File: config.mk
export PLATFORM = sky130hd
export DESIGN_NAME = arp_cache_resolver_top
export DESIGN_NICKNAME = d
export VERILOG_FILES = /design/src/rtl/arpc_pkg.sv /design/src/rtl/arpc_ctrl.sv /design/src/rtl/arpc_dpath.sv /design/src/rtl/arp_cache_resolver_top.sv
export SDC_FILE = /design/constraint.sdc
export NUM_CORES = 1
export LEC_CHECK = 0
export BUFFER_PORTS_ARGS = -buffer_cell sky130_fd_sc_hd__buf_4
export CAP_MARGIN = 20
export CORE_ASPECT_RATIO = 0.6
export CORE_MARGIN = 2
export CORE_UTILIZATION = 45
export CTS_BUF_LIST = sky130_fd_sc_hd__clkbuf_2
export CTS_CLUSTER_DIAMETER = 40
export CTS_CLUSTER_SIZE = 12
export DETAILED_ROUTE_END_ITERATION = 8
export SLEW_MARGIN = 20
export SYNTH_ARGS = -nofsm -noshare
export SYNTH_HDL_FRONTEND = slang
export SYNTH_HIERARCHICAL = 1
export SYNTH_SLANG_ARGS = --single-unit
File: constraint.sdc
create_clock -name i_clk -period 13.9 [get_ports i_clk]
set_clock_uncertainty 0.15 [all_clocks]
set_input_delay 1.39 -clock i_clk [delete_from_list [all_inputs] [get_ports i_clk]]
set_output_delay 1.39 -clock i_clk [all_outputs]
set_load 0.02 [all_outputs]
File: src/rtl/arpc_pkg.sv
package arpc_pkg;

    // Table geometry and field widths.
    localparam int TABLE_DEPTH = 8;
    localparam int IDX_W       = $clog2(TABLE_DEPTH);
    localparam int IP_W        = 32;
    localparam int MAC_W       = 48;
    localparam int OPC_W       = 16;
    localparam int PREFIX_W    = 6;
    localparam int CFG_IDX_W   = 2;
    localparam int CFG_DATA_W  = 32;

    // Configuration register indexes.
    localparam logic [CFG_IDX_W-1:0] CFG_OWN_IP     = 2'd0;
    localparam logic [CFG_IDX_W-1:0] CFG_PREFIX_LEN = 2'd1;
    localparam logic [CFG_IDX_W-1:0] CFG_GATEWAY_IP = 2'd2;

    // Reset values of the configuration registers.
    localparam logic [PREFIX_W-1:0] PREFIX_RESET = 6'd24;

    // ARP operation codes.
    localparam logic [OPC_W-1:0] OP_REQUEST = 16'd1;
    localparam logic [OPC_W-1:0] OP_REPLY   = 16'd2;

    // Input modes.
    localparam logic MODE_PACKET  = 1'b0;
    localparam logic MODE_RESOLVE = 1'b1;

    // Result actions.
    typedef enum logic [1:0] {
        ACT_NONE     = 2'd0,
        ACT_REPLY    = 2'd1,
        ACT_REQUEST  = 2'd2,
        ACT_RESOLVED = 2'd3
    } t_action;

    // Controller states.
    typedef enum logic {
        ST_IDLE  = 1'b0,
        ST_MATCH = 1'b1
    } t_state;

    // Commands from the controller to the datapath.
    typedef struct packed {
        logic load;
        logic finish;
    } t_cmd;

    // Subnet mask with prefix leading ones; a prefix of 32 or more gives all ones.
    function automatic logic [IP_W-1:0] subnet_mask(input logic [PREFIX_W-1:0] prefix);
        logic [IP_W-1:0] ones;
        ones = '1;
        return ~(ones >> prefix);
    endfunction

endpackage

File: src/rtl/arpc_ctrl.sv
module arpc_ctrl (
    input  logic          i_clk,
    input  logic          i_rst_n,
    input  logic          i_in_valid,
    input  logic          i_out_stall,
    output logic          o_in_stall,
    output logic          o_out_valid,
    output arpc_pkg::t_cmd o_cmd
);

    arpc_pkg::t_state r_state;
    arpc_pkg::t_state n_state;
    logic             r_out_valid;
    logic             n_out_valid;
    logic             slot_free;

    // The output register can take a new result when empty or draining now.
    assign slot_free = !r_out_valid || !i_out_stall;

    // Next state.
    always_comb begin
        n_state = r_state;
        case (r_state)
            arpc_pkg::ST_IDLE: begin
                if (i_in_valid) begin
                    n_state = arpc_pkg::ST_MATCH;
                end
            end
            arpc_pkg::ST_MATCH: begin
                if (slot_free) begin
                    n_state = arpc_pkg::ST_IDLE;
                end
            end
            default: begin
                n_state = arpc_pkg::ST_IDLE;
            end
        endcase
    end

    // Outputs and commands.
    always_comb begin
        o_cmd.load   = 1'b0;
        o_cmd.finish = 1'b0;
        o_in_stall   = 1'b1;
        case (r_state)
            arpc_pkg::ST_IDLE: begin
                o_in_stall = 1'b0;
                o_cmd.load = i_in_valid;
            end
            arpc_pkg::ST_MATCH: begin
                o_cmd.finish = slot_free;
            end
            default: begin
                o_in_stall = 1'b1;
            end
        endcase
    end

    // Output valid flag: set when a result is written, cleared on its transfer.
    always_comb begin
        n_out_valid = r_out_valid;
        if (o_cmd.finish) begin
            n_out_valid = 1'b1;
        end else if (r_out_valid && !i_out_stall) begin
            n_out_valid = 1'b0;
        end
    end

    always_ff @(posedge i_clk) begin
        if (!i_rst_n) begin
            r_state     <= arpc_pkg::ST_IDLE;
            r_out_valid <= 1'b0;
        end else begin
            r_state     <= n_state;
            r_out_valid <= n_out_valid;
        end
    end

    assign o_out_valid = r_out_valid;

endmodule

File: src/rtl/arpc_dpath.sv
module arpc_dpath (
    input  logic                                i_clk,
    input  logic                                i_rst_n,
    input  arpc_pkg::t_cmd                      i_cmd,
    input  logic                                i_cfg_we,
    input  logic [arpc_pkg::CFG_IDX_W-1:0]      i_cfg_idx,
    input  logic [arpc_pkg::CFG_DATA_W-1:0]     i_cfg_data,
    input  logic                                i_mode,
    input  logic [arpc_pkg::OPC_W-1:0]          i_opcode,
    input  logic [arpc_pkg::IP_W-1:0]           i_target_ip,
    input  logic [arpc_pkg::IP_W-1:0]           i_sender_ip,
    input  logic [arpc_pkg::MAC_W-1:0]          i_sender_mac,
    input  logic [arpc_pkg::IP_W-1:0]           i_lookup_ip,
    output logic [1:0]                          o_action,
    output logic [arpc_pkg::MAC_W-1:0]          o_peer_mac,
    output logic [arpc_pkg::IP_W-1:0]           o_peer_ip
);

    localparam int DEPTH = arpc_pkg::TABLE_DEPTH;

    // Configuration registers.
    logic [arpc_pkg::IP_W-1:0]     r_own_ip;
    logic [arpc_pkg::PREFIX_W-1:0] r_prefix_len;
    logic [arpc_pkg::IP_W-1:0]     r_gateway_ip;

    // Captured item.
    logic                          r_mode;
    logic                          r_learn;
    logic                          r_is_req;
    logic [arpc_pkg::IP_W-1:0]     r_key;
    logic [arpc_pkg::MAC_W-1:0]    r_mac;

    // Cache table, index 0 is the oldest entry.
    logic [arpc_pkg::IP_W-1:0]     r_entry_ip  [DEPTH];
    logic [arpc_pkg::MAC_W-1:0]    r_entry_mac [DEPTH];
    logic [DEPTH-1:0]              r_entry_valid;

    // Result register.
    arpc_pkg::t_action             r_action;
    logic [arpc_pkg::MAC_W-1:0]    r_peer_mac;
    logic [arpc_pkg::IP_W-1:0]     r_peer_ip;

    logic [arpc_pkg::IP_W-1:0]     mask;
    logic [arpc_pkg::IP_W-1:0]     hop;
    logic                          for_us;
    logic [DEPTH-1:0]              hit_vec;
    logic                          hit;
    logic [arpc_pkg::IDX_W-1:0]    hit_idx;
    logic                          do_shift;
    arpc_pkg::t_action             n_action;
    logic [arpc_pkg::MAC_W-1:0]    n_peer_mac;
    logic [arpc_pkg::IP_W-1:0]     n_peer_ip;

    // Configuration writes; unknown indexes are ignored.
    always_ff @(posedge i_clk) begin
        if (!i_rst_n) begin
            r_own_ip     <= '0;
            r_prefix_len <= arpc_pkg::PREFIX_RESET;
            r_gateway_ip <= '0;
        end else if (i_cfg_we) begin
            case (i_cfg_idx)
                arpc_pkg::CFG_OWN_IP:     r_own_ip     <= i_cfg_data;
                arpc_pkg::CFG_PREFIX_LEN: r_prefix_len <= i_cfg_data[arpc_pkg::PREFIX_W-1:0];
                arpc_pkg::CFG_GATEWAY_IP: r_gateway_ip <= i_cfg_data;
                default: ;
            endcase
        end
    end

    // Next hop selection and packet qualification on the incoming item.
    assign mask   = arpc_pkg::subnet_mask(r_prefix_len);
    assign hop    = ((i_lookup_ip & mask) != (r_own_ip & mask)) ? r_gateway_ip : i_lookup_ip;
    assign for_us = (i_target_ip == r_own_ip)
                    && (i_opcode == arpc_pkg::OP_REQUEST || i_opcode == arpc_pkg::OP_REPLY);

    // Capture the item; the key is the sender IP for packets and the next hop otherwise.
    always_ff @(posedge i_clk) begin
        if (i_cmd.load) begin
            r_mode   <= i_mode;
            r_learn  <= for_us;
            r_is_req <= (i_opcode == arpc_pkg::OP_REQUEST);
            r_key    <= (i_mode == arpc_pkg::MODE_RESOLVE) ? hop : i_sender_ip;
            r_mac    <= i_sender_mac;
        end
    end

    // Compare the key against every valid entry in parallel.
    always_comb begin
        for (int i = 0; i < DEPTH; i++) begin
            hit_vec[i] = r_entry_valid[i] && (r_entry_ip[i] == r_key);
        end
    end

    // Lowest matching index wins.
    always_comb begin
        hit_idx = '0;
        for (int i = DEPTH - 1; i >= 0; i--) begin
            if (hit_vec[i]) begin
                hit_idx = arpc_pkg::IDX_W'(i);
            end
        end
    end

    assign hit = |hit_vec;

    // Result and learning decision.
    always_comb begin
        n_action   = arpc_pkg::ACT_NONE;
        n_peer_mac = '0;
        n_peer_ip  = '0;
        do_shift   = 1'b0;
        if (r_mode == arpc_pkg::MODE_PACKET) begin
            if (r_learn) begin
                do_shift = !hit;
                if (r_is_req) begin
                    n_action   = arpc_pkg::ACT_REPLY;
                    n_peer_mac = r_mac;
                    n_peer_ip  = r_key;
                end
            end
        end else begin
            n_peer_ip = r_key;
            if (hit) begin
                n_action   = arpc_pkg::ACT_RESOLVED;
                n_peer_mac = r_entry_mac[hit_idx];
            end else begin
                n_action   = arpc_pkg::ACT_REQUEST;
            end
        end
    end

    // Table update: shift toward index 0 and append the new pair at the top.
    always_ff @(posedge i_clk) begin
        if (!i_rst_n) begin
            r_entry_valid <= '0;
        end else if (i_cmd.finish && do_shift) begin
            r_entry_valid <= {1'b1, r_entry_valid[DEPTH-1:1]};
        end
    end

    always_ff @(posedge i_clk) begin
        if (i_cmd.finish && do_shift) begin
            for (int i = 0; i < DEPTH - 1; i++) begin
                r_entry_ip[i]  <= r_entry_ip[i+1];
                r_entry_mac[i] <= r_entry_mac[i+1];
            end
            r_entry_ip[DEPTH-1]  <= r_key;
            r_entry_mac[DEPTH-1] <= r_mac;
        end
    end

    // Output register.
    always_ff @(posedge i_clk) begin
        if (i_cmd.finish) begin
            r_action   <= n_action;
            r_peer_mac <= n_peer_mac;
            r_peer_ip  <= n_peer_ip;
        end
    end

    assign o_action   = r_action;
    assign o_peer_mac = r_peer_mac;
    assign o_peer_ip  = r_peer_ip;

endmodule

File: src/rtl/arp_cache_resolver_top.sv
// ARP cache resolver. An item is either a parsed ARP packet (mode 0), which
// may teach the eight-entry cache its sender pair and ask for a reply, or a
// resolve request (mode 1), which maps an address, or the gateway for an
// off-subnet address, to a cached MAC or asks for an ARP request. Each item
// gives exactly one result. Its capture step registers it and selects the
// next hop; its finish step compares all cache entries in parallel and
// updates the table shift and result register, and waits while the output
// register still holds an untaken result. The input is stalled until the
// item is finished. The cache is empty after reset; new pairs enter at the
// top and the oldest entry is dropped.
module arp_cache_resolver_top (
    input  logic                            i_clk,
    input  logic                            i_rst_n,
    input  logic                            i_cfg_we,
    input  logic [arpc_pkg::CFG_IDX_W-1:0]  i_cfg_idx,
    input  logic [arpc_pkg::CFG_DATA_W-1:0] i_cfg_data,
    input  logic                            i_in_valid,
    output logic                            o_in_stall,
    input  logic                            i_mode,
    input  logic [arpc_pkg::OPC_W-1:0]      i_opcode,
    input  logic [arpc_pkg::IP_W-1:0]       i_target_ip,
    input  logic [arpc_pkg::IP_W-1:0]       i_sender_ip,
    input  logic [arpc_pkg::MAC_W-1:0]      i_sender_mac,
    input  logic [arpc_pkg::IP_W-1:0]       i_lookup_ip,
    output logic                            o_out_valid,
    input  logic                            i_out_stall,
    output logic [1:0]                      o_action,
    output logic [arpc_pkg::MAC_W-1:0]      o_peer_mac,
    output logic [arpc_pkg::IP_W-1:0]       o_peer_ip
);

    arpc_pkg::t_cmd cmd;

    // Sequencing of capture and finish.
    arpc_ctrl u_ctrl (
        .i_clk       (i_clk),
        .i_rst_n     (i_rst_n),
        .i_in_valid  (i_in_valid),
        .i_out_stall (i_out_stall),
        .o_in_stall  (o_in_stall),
        .o_out_valid (o_out_valid),
        .o_cmd       (cmd)
    );

    // Configuration, cache table and result register.
    arpc_dpath u_dpath (
        .i_clk        (i_clk),
        .i_rst_n      (i_rst_n),
        .i_cmd        (cmd),
        .i_cfg_we     (i_cfg_we),
        .i_cfg_idx    (i_cfg_idx),
        .i_cfg_data   (i_cfg_data),
        .i_mode       (i_mode),
        .i_opcode     (i_opcode),
        .i_target_ip  (i_target_ip),
        .i_sender_ip  (i_sender_ip),
        .i_sender_mac (i_sender_mac),
        .i_lookup_ip  (i_lookup_ip),
        .o_action     (o_action),
        .o_peer_mac   (o_peer_mac),
        .o_peer_ip    (o_peer_ip)
    );

    // An accepted item holds off the next one right after its transfer.
    a_accept_then_busy: assert property (@(posedge i_clk) disable iff (!i_rst_n)
        i_in_valid && !o_in_stall |=> o_in_stall)
        else $error("input taken again right after a transfer");

    // A new result only appears while an item is being worked on.
    a_result_from_item: assert property (@(posedge i_clk) disable iff (!i_rst_n)
        $rose(o_out_valid) |-> $past(o_in_stall))
        else $error("result appeared without an item in progress");

    // A result with no action carries no addresses.
    a_none_is_empty: assert property (@(posedge i_clk) disable iff (!i_rst_n)
        o_out_valid && o_action == arpc_pkg::ACT_NONE |-> o_peer_mac == '0 && o_peer_ip == '0)
        else $error("empty action with nonzero addresses");

    // A request for resolution carries no MAC.
    a_request_no_mac: assert property (@(posedge i_clk) disable iff (!i_rst_n)
        o_out_valid && o_action == arpc_pkg::ACT_REQUEST |-> o_peer_mac == '0)
        else $error("ARP request action with a MAC");

endmodule

==> results.tsv, run 1 <==
stage	metric	value	unit
routing	Avg Vias per Cell	5.63	
logic_synthesis	ys flop type	edfxtp_1	
outcome	status	complete, no violations	
routing	via count	22000	
layout	Non-Filler Instances	3909	
timing	Post-Route Setup TNS	0	ps
floorplanning	die area	0.0835	mm^2
power	power density cells	115	mW/mm^2
floorplanning	# rows	80	
place	I/O Buffers	283	
place	Cell Count Post-Placement	3684	
worst_setup_path	CP Launch Type	flip-flop	
clock_tree	CTS max path bufs	3	
hold_path	Worst Hold Class	primary input to flip-flop	
clock_tree	htree depth	3	
worst_setup_path	CP max-delay cell	buf_4	
layout	commonest non-fill, non-tap cells in the layout	805 x edfxtp_1, 317 x buf_4, 261 x nand2_1, 178 x xor2_1, 141 x mux2i_1	
timing	fmax	175	MHz
place	Post-Place Setup Slack	8070	ps
logic_synthesis	Post-synth ARST share	0	%
global_route	Overall Global Routing Usage	24.9	%
clock_tree	clock latency at the later pin of the worst-skew pair	1300	ps
logic_synthesis	Yosys reg bits	885	
floorplanning	Core Region	0.0799	mm^2
timing	Final Hold Viols	0	
logic_synthesis	area share of and/or/nand/nor cells after synthesis	7.56	%
global_route	largest net degree at the start of global routing	199	
logic_synthesis	main combinational cell family by area after synthesis	XOR/XNOR gates	
timing	Slew Viols, Final	0	
timing	Max-slew headroom	26.3	%
timing	worst hold slack	165	ps
timing	worst slew pin tran	1110	ps
routing	Routed Antenna Nets	0	
floorplanning	Die Width	372	um
routing	DRC	0	
clock_tree	Num CTS Buffers	101	
logic_synthesis	Compound-Gate Fraction of Synth Area	6.78	%
layout	commonest non-fill, non-tap cell in the layout	edfxtp_1	
routing	DR pass1 iterations	6	
clock_tree	Setup Fix Bufs, Post-CTS	0	
global_route	first-pass GRT wire length	150	mm
worst_setup_path	CP endpoint kind	flip-flop	
timing	post-route clock period utilization	41.0	%
logic_synthesis	Post-Syn Instances	2432	
timing	RSZ-0062 raised after global routing	no	
layout	Layout area overhead	13.2	%
clock_tree	# clock sinks	885	
layout	share of cells above drive strength 1	20.9	%
timing	fin crit period	5700	ps
worst_setup_path	most used cell, CP	buf_4	
clock_tree	Clock Tree Root	clkbuf_2	
global_route	total congestion overflow	0	
power	VDD IR max	0.0482	mV
power	leakage power	14.7	nW
floorplanning	die height	225	um
logic_synthesis	multiplexer share of the synthesized area	5.55	%
floorplanning	Initial Util	45.7	%
clock_tree	Worst-path clk slew	210	ps
logic_synthesis	Post-synth EDFFs	805	
worst_setup_path	Worst Path Required	14610	ps
floorplanning	io pins	284	
routing	DRT iter0 DRCs	2356	
clock_tree	CTS tree	yes	
logic_synthesis	Adder-Cell Fraction of Synth Area	0.0548	%
logic_synthesis	syn_area_per_cell	15.0	um^2
worst_setup_path	Worst Path Class, Setup	flip-flop to flip-flop	
place	post-detail-place hpwl	72.4	mm
logic_synthesis	synth warn	6	
worst_setup_path	Critical path buffers and inverters	3	
routing	wire length per cell	26.8	um
place	Placer Congestion	0.987	
logic_synthesis	Unique masters post-synth	60	
worst_setup_path	CP cell instances	xnor2_1 > and4_1 > and4b_1 > and4_2 > buf_4 > nor3_1 > and3_4 > buf_4 > buf_12	
layout	Final Net Count	2964	
layout	fillers	6792	
worst_setup_path	worst stage delay on the critical path	910	ps
logic_synthesis	xor and xnor area share after synthesis	7.63	%
flow_run	max_cap viols	0	
logic_synthesis	Cell Area, Synth	0.0365	mm^2
timing	Final WS setup	8200	ps
timing	final setup vio count	0	
worst_setup_path	Max Fanout on Critical Path	198	
logic_synthesis	Mapped Nets	2632	
worst_setup_path	cell family with the largest share of critical-path delay	buffers and inverters	
routing	Total Wirelength	105	mm
logic_synthesis	Seq/Total Area, Yosys	70.6	%
global_route	vias in the first global route	21500	
clock_tree	post-cts resize count	0	
worst_setup_path	CP Data Arrival Time	6410	ps
global_route	initial antenna violation count	12	
## report_power, final
| group | total [mW] | internal, mW | switching (mW) | leakage (nW) |
|---|---|---|---|---|
| Clock | 1.41 | 0.473 | 0.933 | 0.793 |
| Sequential | 3.00 | 2.94 | 0.0570 | 8.06 |
| Combinational | 0.331 | 0.126 | 0.205 | 5.80 |
| Total | 4.74 | 3.54 | 1.20 | 14.7 |
## state kept, by name, summed over array words and instances, names as in the netlist, 2 cells and up
name                   flops
u_dpath/r_gateway_ip      32
u_dpath/o_peer_ip         32
u_dpath/o_action           2
u_dpath/r_key             32
u_dpath/r_mac             48
u_dpath/r_prefix_len       6
u_dpath/r_entry_mac      384
u_dpath/r_entry_valid      8
u_dpath/o_peer_mac        48
u_dpath/r_entry_ip       256
u_dpath/r_own_ip          32
## synth_stat cells (4+ instances only)
| cell | instances | area, um^2 |
|---|---|---|
| edfxtp_1 | 805 | 24200 |
| nand2_1 | 262 | 983 |
| xor2_1 | 178 | 1560 |
| mux2i_1 | 141 | 1410 |
| xnor2_1 | 140 | 1230 |
| dfxtp_1 | 80 | 1600 |
| nor4_1 | 72 | 450 |
| a21oi_1 | 70 | 350 |
| clkbuf_1 | 70 | 263 |
| a21boi_0 | 66 | 495 |
| o21ai_0 | 62 | 310 |
| nand4_1 | 53 | 332 |
| a22o_1 | 48 | 420 |
| nor2_1 | 47 | 176 |
| nor2b_1 | 46 | 288 |
| buf_2 | 39 | 195 |
| o221ai_1 | 29 | 254 |
| mux2_2 | 28 | 315 |
| a21oi_2 | 20 | 175 |
| mux2_4 | 20 | 300 |
| o221ai_2 | 19 | 285 |
| nor3_1 | 18 | 90.1 |
| nand3_1 | 15 | 75.1 |
| buf_4 | 14 | 105 |
| buf_6 | 8 | 90.1 |
| and3_1 | 6 | 37.5 |
| inv_1 | 6 | 22.5 |
| nand2b_1 | 6 | 37.5 |
| nand4b_1 | 6 | 52.6 |
| nor3b_1 | 4 | 30.0 |
| nor4b_1 | 4 | 35.0 |
| or3_1 | 4 | 25.0 |
## routing by layer
| layer | track usage, % | up-vias | routed length, um | part of all wire (%) |
|---|---|---|---|---|
| met1 | 40.1 | 11100 | 52100 | 50 |
| met5 | 0 | - | 105 | 0.10 |
| li1 | - | 9829 | - | - |
| met2 | 33.9 | 927 | 42600 | 41 |
| met4 | 5.79 | 14 | 2170 | 2.1 |
| met3 | 5.14 | 164 | 7780 | 7.4 |
## worst paths after layout
kind	startpoint	end	slack, ps	cells past startpoint
worst min-delay path	i_sender_mac[41]	u_dpath/r_mac[41]$_DFFE_PP_	160	1
worst min register to register	u_dpath/r_entry_mac[2][11]$_DFFE_PP_	u_dpath/r_entry_mac[1][11]$_DFFE_PP_	280	0
worst max register to register	u_dpath/r_key[19]$_DFFE_PP_	u_dpath/r_entry_mac[0][13]$_DFFE_PP_	8200	9
worst max-delay path	u_dpath/r_key[19]$_DFFE_PP_	u_dpath/r_entry_mac[0][13]$_DFFE_PP_	8200	9
## area by class of cell
| type | instances | area [um^2] | area share, % |
|---|---|---|---|
| sequential | 885 | 25800 | 62.3 |
| multi-input combinational | 1408 | 10200 | 24.6 |
| timing repair buffer | 362 | 2840 | 6.87 |
| tap | 1066 | 1330 | 3.23 |
| clock buffer | 123 | 616 | 1.49 |
| clock inverter | 53 | 599 | 1.45 |
| inverter | 6 | 22.5 | 0.0545 |
| antenna | 6 | 15.0 | 0.0363 |
## logic make-up (layout without fill, tap and decap cells)
logic type / Yosys count / count (layout)
other: 0 / 6
adders and majority gates: 2 / 2
xor gates and xnor gates: 318 / 318
AOI/OAI and AO/OA: 339 / 339
buffers and inverters: 139 / 544
muxes: 189 / 189
and+or+nand+nor: 560 / 560
DFF: 885 / 885
## through the flow
step           area (um^2)  total power [mW]  util (%)
3_5_place_dp         39700              3.38      49.7
5_1_grt              41400              4.91      51.8
4_1_cts              41300              4.79      51.7
3_3_place_gp         39700              3.38      49.7
2_1_floorplan        36500              3.21         -
6_report             41400              4.74      51.8
## repair_timing
| action | 4_1_cts | 5_1_grt |
|---|---|---|
| hold buffers | 43 | 0 |
| endpoints found under the hold margin | 43 | 0 |
| endpoints found under the setup margin | 0 | 0 |
No activity file was read; power rests on OpenSTA's default activity.
==> run 2, diff against run 1 <==
--- a/config.mk
+++ b/config.mk
@@ -14,6 +14,7 @@
 export CTS_CLUSTER_DIAMETER = 40
 export CTS_CLUSTER_SIZE = 12
 export DETAILED_ROUTE_END_ITERATION = 8
+export PLACE_DENSITY = 0.65
 export SLEW_MARGIN = 20
 export SYNTH_ARGS = -nofsm -noshare
 export SYNTH_HDL_FRONTEND = slang
==> constraint.sdc (replaced) <==
create_clock -name i_clk -period 5 [get_ports i_clk]
set_clock_uncertainty 0.15 [all_clocks]
set_input_delay 0.5 -clock i_clk [delete_from_list [all_inputs] [get_ports i_clk]]
set_output_delay 0.5 -clock i_clk [all_outputs]
set_load 0.02 [all_outputs]
==> run 2 against run 1 <==
  * Register-to-register slack got worse by 7600 ps
  * Non-clock buffer count up 330
  * Sequential power grew to 2.8 times the previous value
  * Sequential share of layout area shrank 4.6 points
  * Final area is 7.9% higher
==> results.tsv, run 2 (same netlist as run 1, synthesis figures left out) <==
stage	metric	value	unit
outcome	status	complete, no violations	
worst_setup_path	Worst Path Class, Setup	flip-flop to flip-flop	
place	post-detail-place hpwl	71.0	mm
clock_tree	htree depth	3	
floorplanning	Die Width	372	um
global_route	largest net degree at the start of global routing	69	
routing	DRC	0	
routing	DRT met1 WL	49.5	mm
hold_path	HP Start	i_sender_mac[27]	
power	leakage power	16.1	nW
power	Comb pwr share	8.0	%
global_route	first-pass GRT wire length	155	mm
layout	Largest Register	u_dpath/r_entry_mac	
floorplanning	# rows	80	
clock_tree	# clock sinks	885	
worst_setup_path	Worst Path Required	5960	ps
timing	Post-Route Setup TNS	0	ps
global_route	vias in the first global route	23600	
layout	commonest non-fill, non-tap cells in the layout	805 x edfxtp_1, 362 x dlygate4sd3_1, 311 x buf_4, 261 x nand2_1, 178 x xor2_1	
power	sequential share of power	64.4	%
hold_path	Worst Hold Class	primary input to flip-flop	
hold_path	hold endpoint	u_dpath/r_mac[27]$_DFFE_PP_	
worst_setup_path	CP Launch Type	flip-flop	
layout	Layout area overhead	22.2	%
routing	via count	23900	
floorplanning	Core Region	0.0799	mm^2
global_route	Overall Global Routing Usage	25.2	%
layout	biggest regs	u_dpath/r_entry_mac x384, u_dpath/r_entry_ip x256	
worst_setup_path	r2r startpoint	u_dpath/r_prefix_len[2]$_SDFFE_PN0P_	
place	Placer Congestion	1.01	
floorplanning	Initial Util	45.7	%
clock_tree	CTS tree	yes	
power	Switching Fraction	25.0	%
worst_setup_path	CP endpoint kind	flip-flop	
timing	Max-slew headroom	28.1	%
clock_tree	post-cts resize count	0	
layout	max reg flops	384	
power	VDD IR max	0.166	mV
routing	top routing layer in use	met5	
global_route	total congestion overflow	0	
timing	RSZ-0062 raised after global routing	no	
place	Post-Place Setup Slack	801	ps
timing	Slew Viols, Final	0	
routing	wire length per cell	25.3	um
layout	Final Net Count	3286	
floorplanning	io pins	284	
timing	Final WS setup	620	ps
power	clock share of power	27.6	%
timing	fmax	228	MHz
hold_path	hold path cells	3	
power	power density cells	292	mW/mm^2
timing	Final Hold Viols	0	
routing	Total Wirelength	107	mm
worst_setup_path	Max Fanout on Critical Path	32	
clock_tree	CTS max path bufs	3	
layout	share of cells above drive strength 1	18.7	%
global_route	initial antenna violation count	8	
clock_tree	clock latency at the later pin of the worst-skew pair	1380	ps
routing	met3 wire length	11.0	mm
power	Int Pwr	9.77	mW
routing	DR pass1 iterations	6	
clock_tree	Num CTS Buffers	93	
routing	metal2 WL	44.5	mm
routing	DRT iter0 DRCs	3097	
worst_setup_path	RR Endpoint	u_dpath/r_key[14]$_DFFE_PP_	
timing	final setup vio count	0	
layout	commonest non-fill, non-tap cell in the layout	edfxtp_1	
place	I/O Buffers	283	
clock_tree	Clock Tree Root	clkbuf_2	
clock_tree	Worst-path clk slew	210	ps
worst_setup_path	CP Data Arrival Time	5340	ps
power	Sw Pwr	3.26	mW
flow_run	max_cap viols	0	
floorplanning	die area	0.0835	mm^2
timing	worst slew pin tran	1080	ps
routing	Avg Vias per Cell	5.66	
worst_setup_path	R2R setup slack	620	ps
timing	fin crit period	4380	ps
timing	post-route clock period utilization	87.6	%
floorplanning	die height	225	um
routing	Routed Antenna Nets	0	
layout	fillers	6437	
worst_setup_path	r2r worst-path depth	9	
## run 2: worst max-delay path by stage
stage	start	to	slack, ps	cells past startpoint
6_report	u_dpath/r_prefix_len[2]$_SDFFE_PN0P_	u_dpath/r_key[14]$_DFFE_PP_	620	9
5_1_grt	u_dpath/r_key[20]$_DFFE_PP_	u_dpath/o_peer_mac[1]$_DFFE_PP_	510	10
4_1_cts	u_dpath/r_prefix_len[2]$_SDFFE_PN0P_	u_dpath/r_key[14]$_DFFE_PP_	710	9
3_5_place_dp	u_dpath/r_key[13]$_DFFE_PP_	u_dpath/r_entry_ip[0][40]$_DFFE_PP_	800	8
3_3_place_gp	u_dpath/r_key[18]$_DFFE_PP_	u_dpath/o_peer_mac[1]$_DFFE_PP_	790	10
2_1_floorplan	u_dpath/r_key[31]$_DFFE_PP_	u_dpath/r_entry_valid[0]$_SDFFE_PN0P_	120	11
## run 2: power groups by stage
stage,Combinational (mW),Sequential (mW),Clock [mW]
after floorplan,0.448,8.44,0
after global placement,0.798,8.54,0
after detailed placement,0.803,8.55,0
after CTS,1.03,8.39,3.69
after global routing,1.11,8.41,3.96
final,1.04,8.40,3.59
## run 2: critical path: stages, from the launching register on
cell and delay, ps:
dfxtp_1 490, or3_1 500, o22ai_1 200, o211a_1 170
o211ai_1 80, or3_1 350, a2111o_2 890, mux2i_1 450
a21oi_1 190, dlygate4sd3_1 710
## run 2: final cells by class
type / instances / area [um^2] / area share [%]
multi-input cells: 1408 / 10200 / 22.7
flip-flops and latches: 885 / 25800 / 57.7
repair buffers: 692 / 6340 / 14.2
diodes: 9 / 22.5 / 0.0504
clock inverters: 36 / 380 / 0.852
well taps: 1066 / 1330 / 2.99
inverters: 6 / 22.5 / 0.0504
clock buffers: 124 / 621 / 1.39
## run 2: routing by layer
metal | global-route usage, % | vias up
met5 | 0 | -
met4 | 5.58 | 2
met3 | 6.15 | 149
met2 | 35.5 | 1289
met1 | 39.4 | 12000
li1 | - | 10500
## run 2: timing repair
item,CTS,global route
buffers inserted,0,0
endpoints found under the hold margin,311,0
hold buffers,362,0
## run 2: stage by stage
step / total power [mW] / hold WS (ps) / instances / cell area (um^2) / util [%]
detailed placement: 9.35 / 280 / 3695 / 40000 / 50.1
CTS: 13.1 / 7.96 / 4217 / 44600 / 55.9
finish: 13.0 / 217 / 4226 / 44600 / 55.9
global route: 13.5 / 66.2 / 4225 / 44600 / 55.9
floorplan: 8.89 / 270 / 2432 / 36500 / -
global placement: 9.34 / 275 / 3695 / 40000 / 50.1
==> run 3, diff against run 2 <==
--- a/config.mk
+++ b/config.mk
@@ -14,6 +14,7 @@
 export CTS_CLUSTER_DIAMETER = 40
 export CTS_CLUSTER_SIZE = 12
 export DETAILED_ROUTE_END_ITERATION = 8
+export MAX_ROUTING_LAYER = met4
 export PLACE_DENSITY = 0.65
 export SLEW_MARGIN = 20
 export SYNTH_ARGS = -nofsm -noshare
==> run 3 against run 2 <==
  * Combinational power grew 7%
  * Sequential power shrank 0.5%
  * Setup slack lost 370 ps
  * Clock power grew 4%
  * Non-clock buffer count grew 23
==> results.tsv, run 3 (same netlist as run 1, synthesis figures left out) <==
stage	metric	value	unit
timing	Final WS setup	252	ps
clock_tree	Setup Fix Bufs, Post-CTS	0	
clock_tree	clock latency at the later pin of the worst-skew pair	1380	ps
timing	Max-slew headroom	26.6	%
layout	Largest Register	u_dpath/r_entry_mac	
timing	final setup vio count	0	
layout	commonest non-fill, non-tap cell in the layout	edfxtp_1	
global_route	largest net degree at the start of global routing	85	
worst_setup_path	R2R setup slack	250	ps
power	total power	13.2	mW
worst_setup_path	CP cell instances	buf_4 > xor2_1 > nor4_1 > nand4_1 > nor4_1 > a21boi_1 > o21ai_4 > buf_12 > mux2_2 > a21oi_1 > o221ai_1	
place	placed cell area	0.0401	mm^2
floorplanning	Die Width	372	um
place	Post-Place Setup Slack	548	ps
clock_tree	CTS tree	yes	
worst_setup_path	CP Data Arrival Time	5640	ps
floorplanning	die area	0.0835	mm^2
clock_tree	CTS max path bufs	3	
routing	Avg Vias per Cell	5.63	
flow_run	max_cap viols	0	
clock_tree	htree depth	3	
layout	commonest non-fill, non-tap cells in the layout	805 x edfxtp_1, 369 x dlygate4sd3_1, 326 x buf_4, 261 x nand2_1, 178 x xor2_1	
clock_tree	Worst-path clk slew	220	ps
clock_tree	Num CTS Buffers	99	
worst_setup_path	worst stage delay on the critical path	900	ps
routing	via count	24000	
timing	RSZ-0062 raised after global routing	no	
hold_path	HP Start	i_sender_mac[21]	
floorplanning	io pins	284	
layout	Final Net Count	3315	
worst_setup_path	most used cell, CP	nor4_1	
layout	end-of-flow core utilization	56.3	%
floorplanning	Initial Util	45.7	%
clock_tree	Clock Tree Root	clkbuf_2	
clock_tree	# clock sinks	885	
layout	max reg flops	384	
hold_path	hold path cells	3	
layout	finished layout cell area	0.0450	mm^2
routing	DR pass1 iterations	7	
timing	Final Hold Viols	0	
power	VDD IR max	0.157	mV
hold_path	hold endpoint	u_dpath/r_mac[21]$_DFFE_PP_	
floorplanning	die height	225	um
timing	fin crit period	4750	ps
routing	DRC	0	
timing	Slew Viols, Final	0	
place	post-detail-place hpwl	73.9	mm
worst_setup_path	Worst Path Required	5900	ps
global_route	total congestion overflow	0	
outcome	status	complete, no violations	
power	leakage power	16.2	nW
power	power density cells	294	mW/mm^2
global_route	Overall Global Routing Usage	26.8	%
routing	Routed Antenna Nets	0	
place	I/O Buffers	283	
hold_path	Worst Hold Class	primary input to flip-flop	
floorplanning	# rows	80	
worst_setup_path	RR Endpoint	u_dpath/o_peer_mac[9]$_DFFE_PP_	
routing	wire length per cell	25.8	um
layout	fillers	6403	
global_route	vias in the first global route	23600	
place	Placer Congestion	0.984	
timing	Post-Route Setup TNS	0	ps
worst_setup_path	Worst Path Class, Setup	flip-flop to flip-flop	
timing	worst slew pin tran	1100	ps
worst_setup_path	Max Fanout on Critical Path	48	
worst_setup_path	CP max-delay cell	nor4_1	
timing	post-route clock period utilization	95.0	%
worst_setup_path	CP Launch Type	flip-flop	
layout	Layout area overhead	23.1	%
layout	share of cells above drive strength 1	19.2	%
routing	Total Wirelength	110	mm
worst_setup_path	r2r worst-path depth	11	
global_route	initial antenna violation count	15	
floorplanning	Core Region	0.0799	mm^2
layout	biggest regs	u_dpath/r_entry_mac x384, u_dpath/r_entry_ip x256	
routing	DRT iter0 DRCs	2796	
global_route	first-pass GRT wire length	157	mm
worst_setup_path	r2r startpoint	u_dpath/r_key[10]$_DFFE_PP_	
worst_setup_path	CP endpoint kind	flip-flop	
timing	fmax	211	MHz
run 3: metrics by stage:
| stage | hold WS (ps) | cells |
|---|---|---|
| CTS | 20.1 | 4246 |
| global route | 64.9 | 4262 |
| finish | 256 | 4264 |
| floorplan | 270 | 2432 |
| detailed placement | 281 | 3710 |
| global placement | 275 | 3710 |
run 3: final cells by class:
type / count / area (um^2) / share of cell area (%)
inverters: 6 / 22.5 / 0.0501
diodes: 18 / 45.0 / 0.100
clock inverters: 50 / 522 / 1.16
flip-flops and latches: 885 / 25800 / 57.3
repair buffers: 715 / 6530 / 14.5
well taps: 1066 / 1330 / 2.97
multi-input cells: 1408 / 10200 / 22.6
clock buffers: 116 / 581 / 1.29
run 3: report_power, final:
group          switching [mW]  internal, mW  total [mW]
combinational           0.578         0.531        1.11
sequential              0.178          8.18        8.36
clock                    2.59          1.17        3.75
total                    3.34          9.88        13.2
run 3: what timing repair did:
item / CTS / global route
hold endpoints to repair: 283 / 0
resized for setup: 0 / 0
hold buffers: 370 / 0
run 3: critical path: cells and delay by family (launching register included):
| kind | cells | cell delay, ps |
|---|---|---|
| and+or+nand+nor | 3 | 1470 |
| AOI/OAI and AO/OA | 4 | 820 |
| DFF | 1 | 670 |
| buffers and inverters | 2 | 630 |
| muxes | 1 | 380 |
| xor gates and xnor gates | 1 | 240 |
run 3: worst max path at each step:
stage / cells after the start / end / slack, ps / start
after global placement: 11 / u_dpath/o_peer_mac[9]$_DFFE_PP_ / 480 / u_dpath/r_key[6]$_DFFE_PP_
after detailed placement: 11 / u_dpath/o_peer_mac[9]$_DFFE_PP_ / 550 / u_dpath/r_key[19]$_DFFE_PP_
after floorplan: 11 / u_dpath/r_entry_valid[0]$_SDFFE_PN0P_ / 120 / u_dpath/r_key[31]$_DFFE_PP_
final: 11 / u_dpath/o_peer_mac[9]$_DFFE_PP_ / 250 / u_dpath/r_key[10]$_DFFE_PP_
after global routing: 11 / u_dpath/o_peer_mac[9]$_DFFE_PP_ / 320 / u_dpath/r_key[10]$_DFFE_PP_
after CTS: 11 / u_dpath/o_peer_mac[9]$_DFFE_PP_ / 520 / u_dpath/r_key[10]$_DFFE_PP_
run 3: metal layers:
layer | routed length (um) | track usage, %
met1 | 51000 | 40.4
met2 | 45600 | 36.2
met4 | 1920 | 5.87
met3 | 11600 | 7.08
met5 | 0 | -
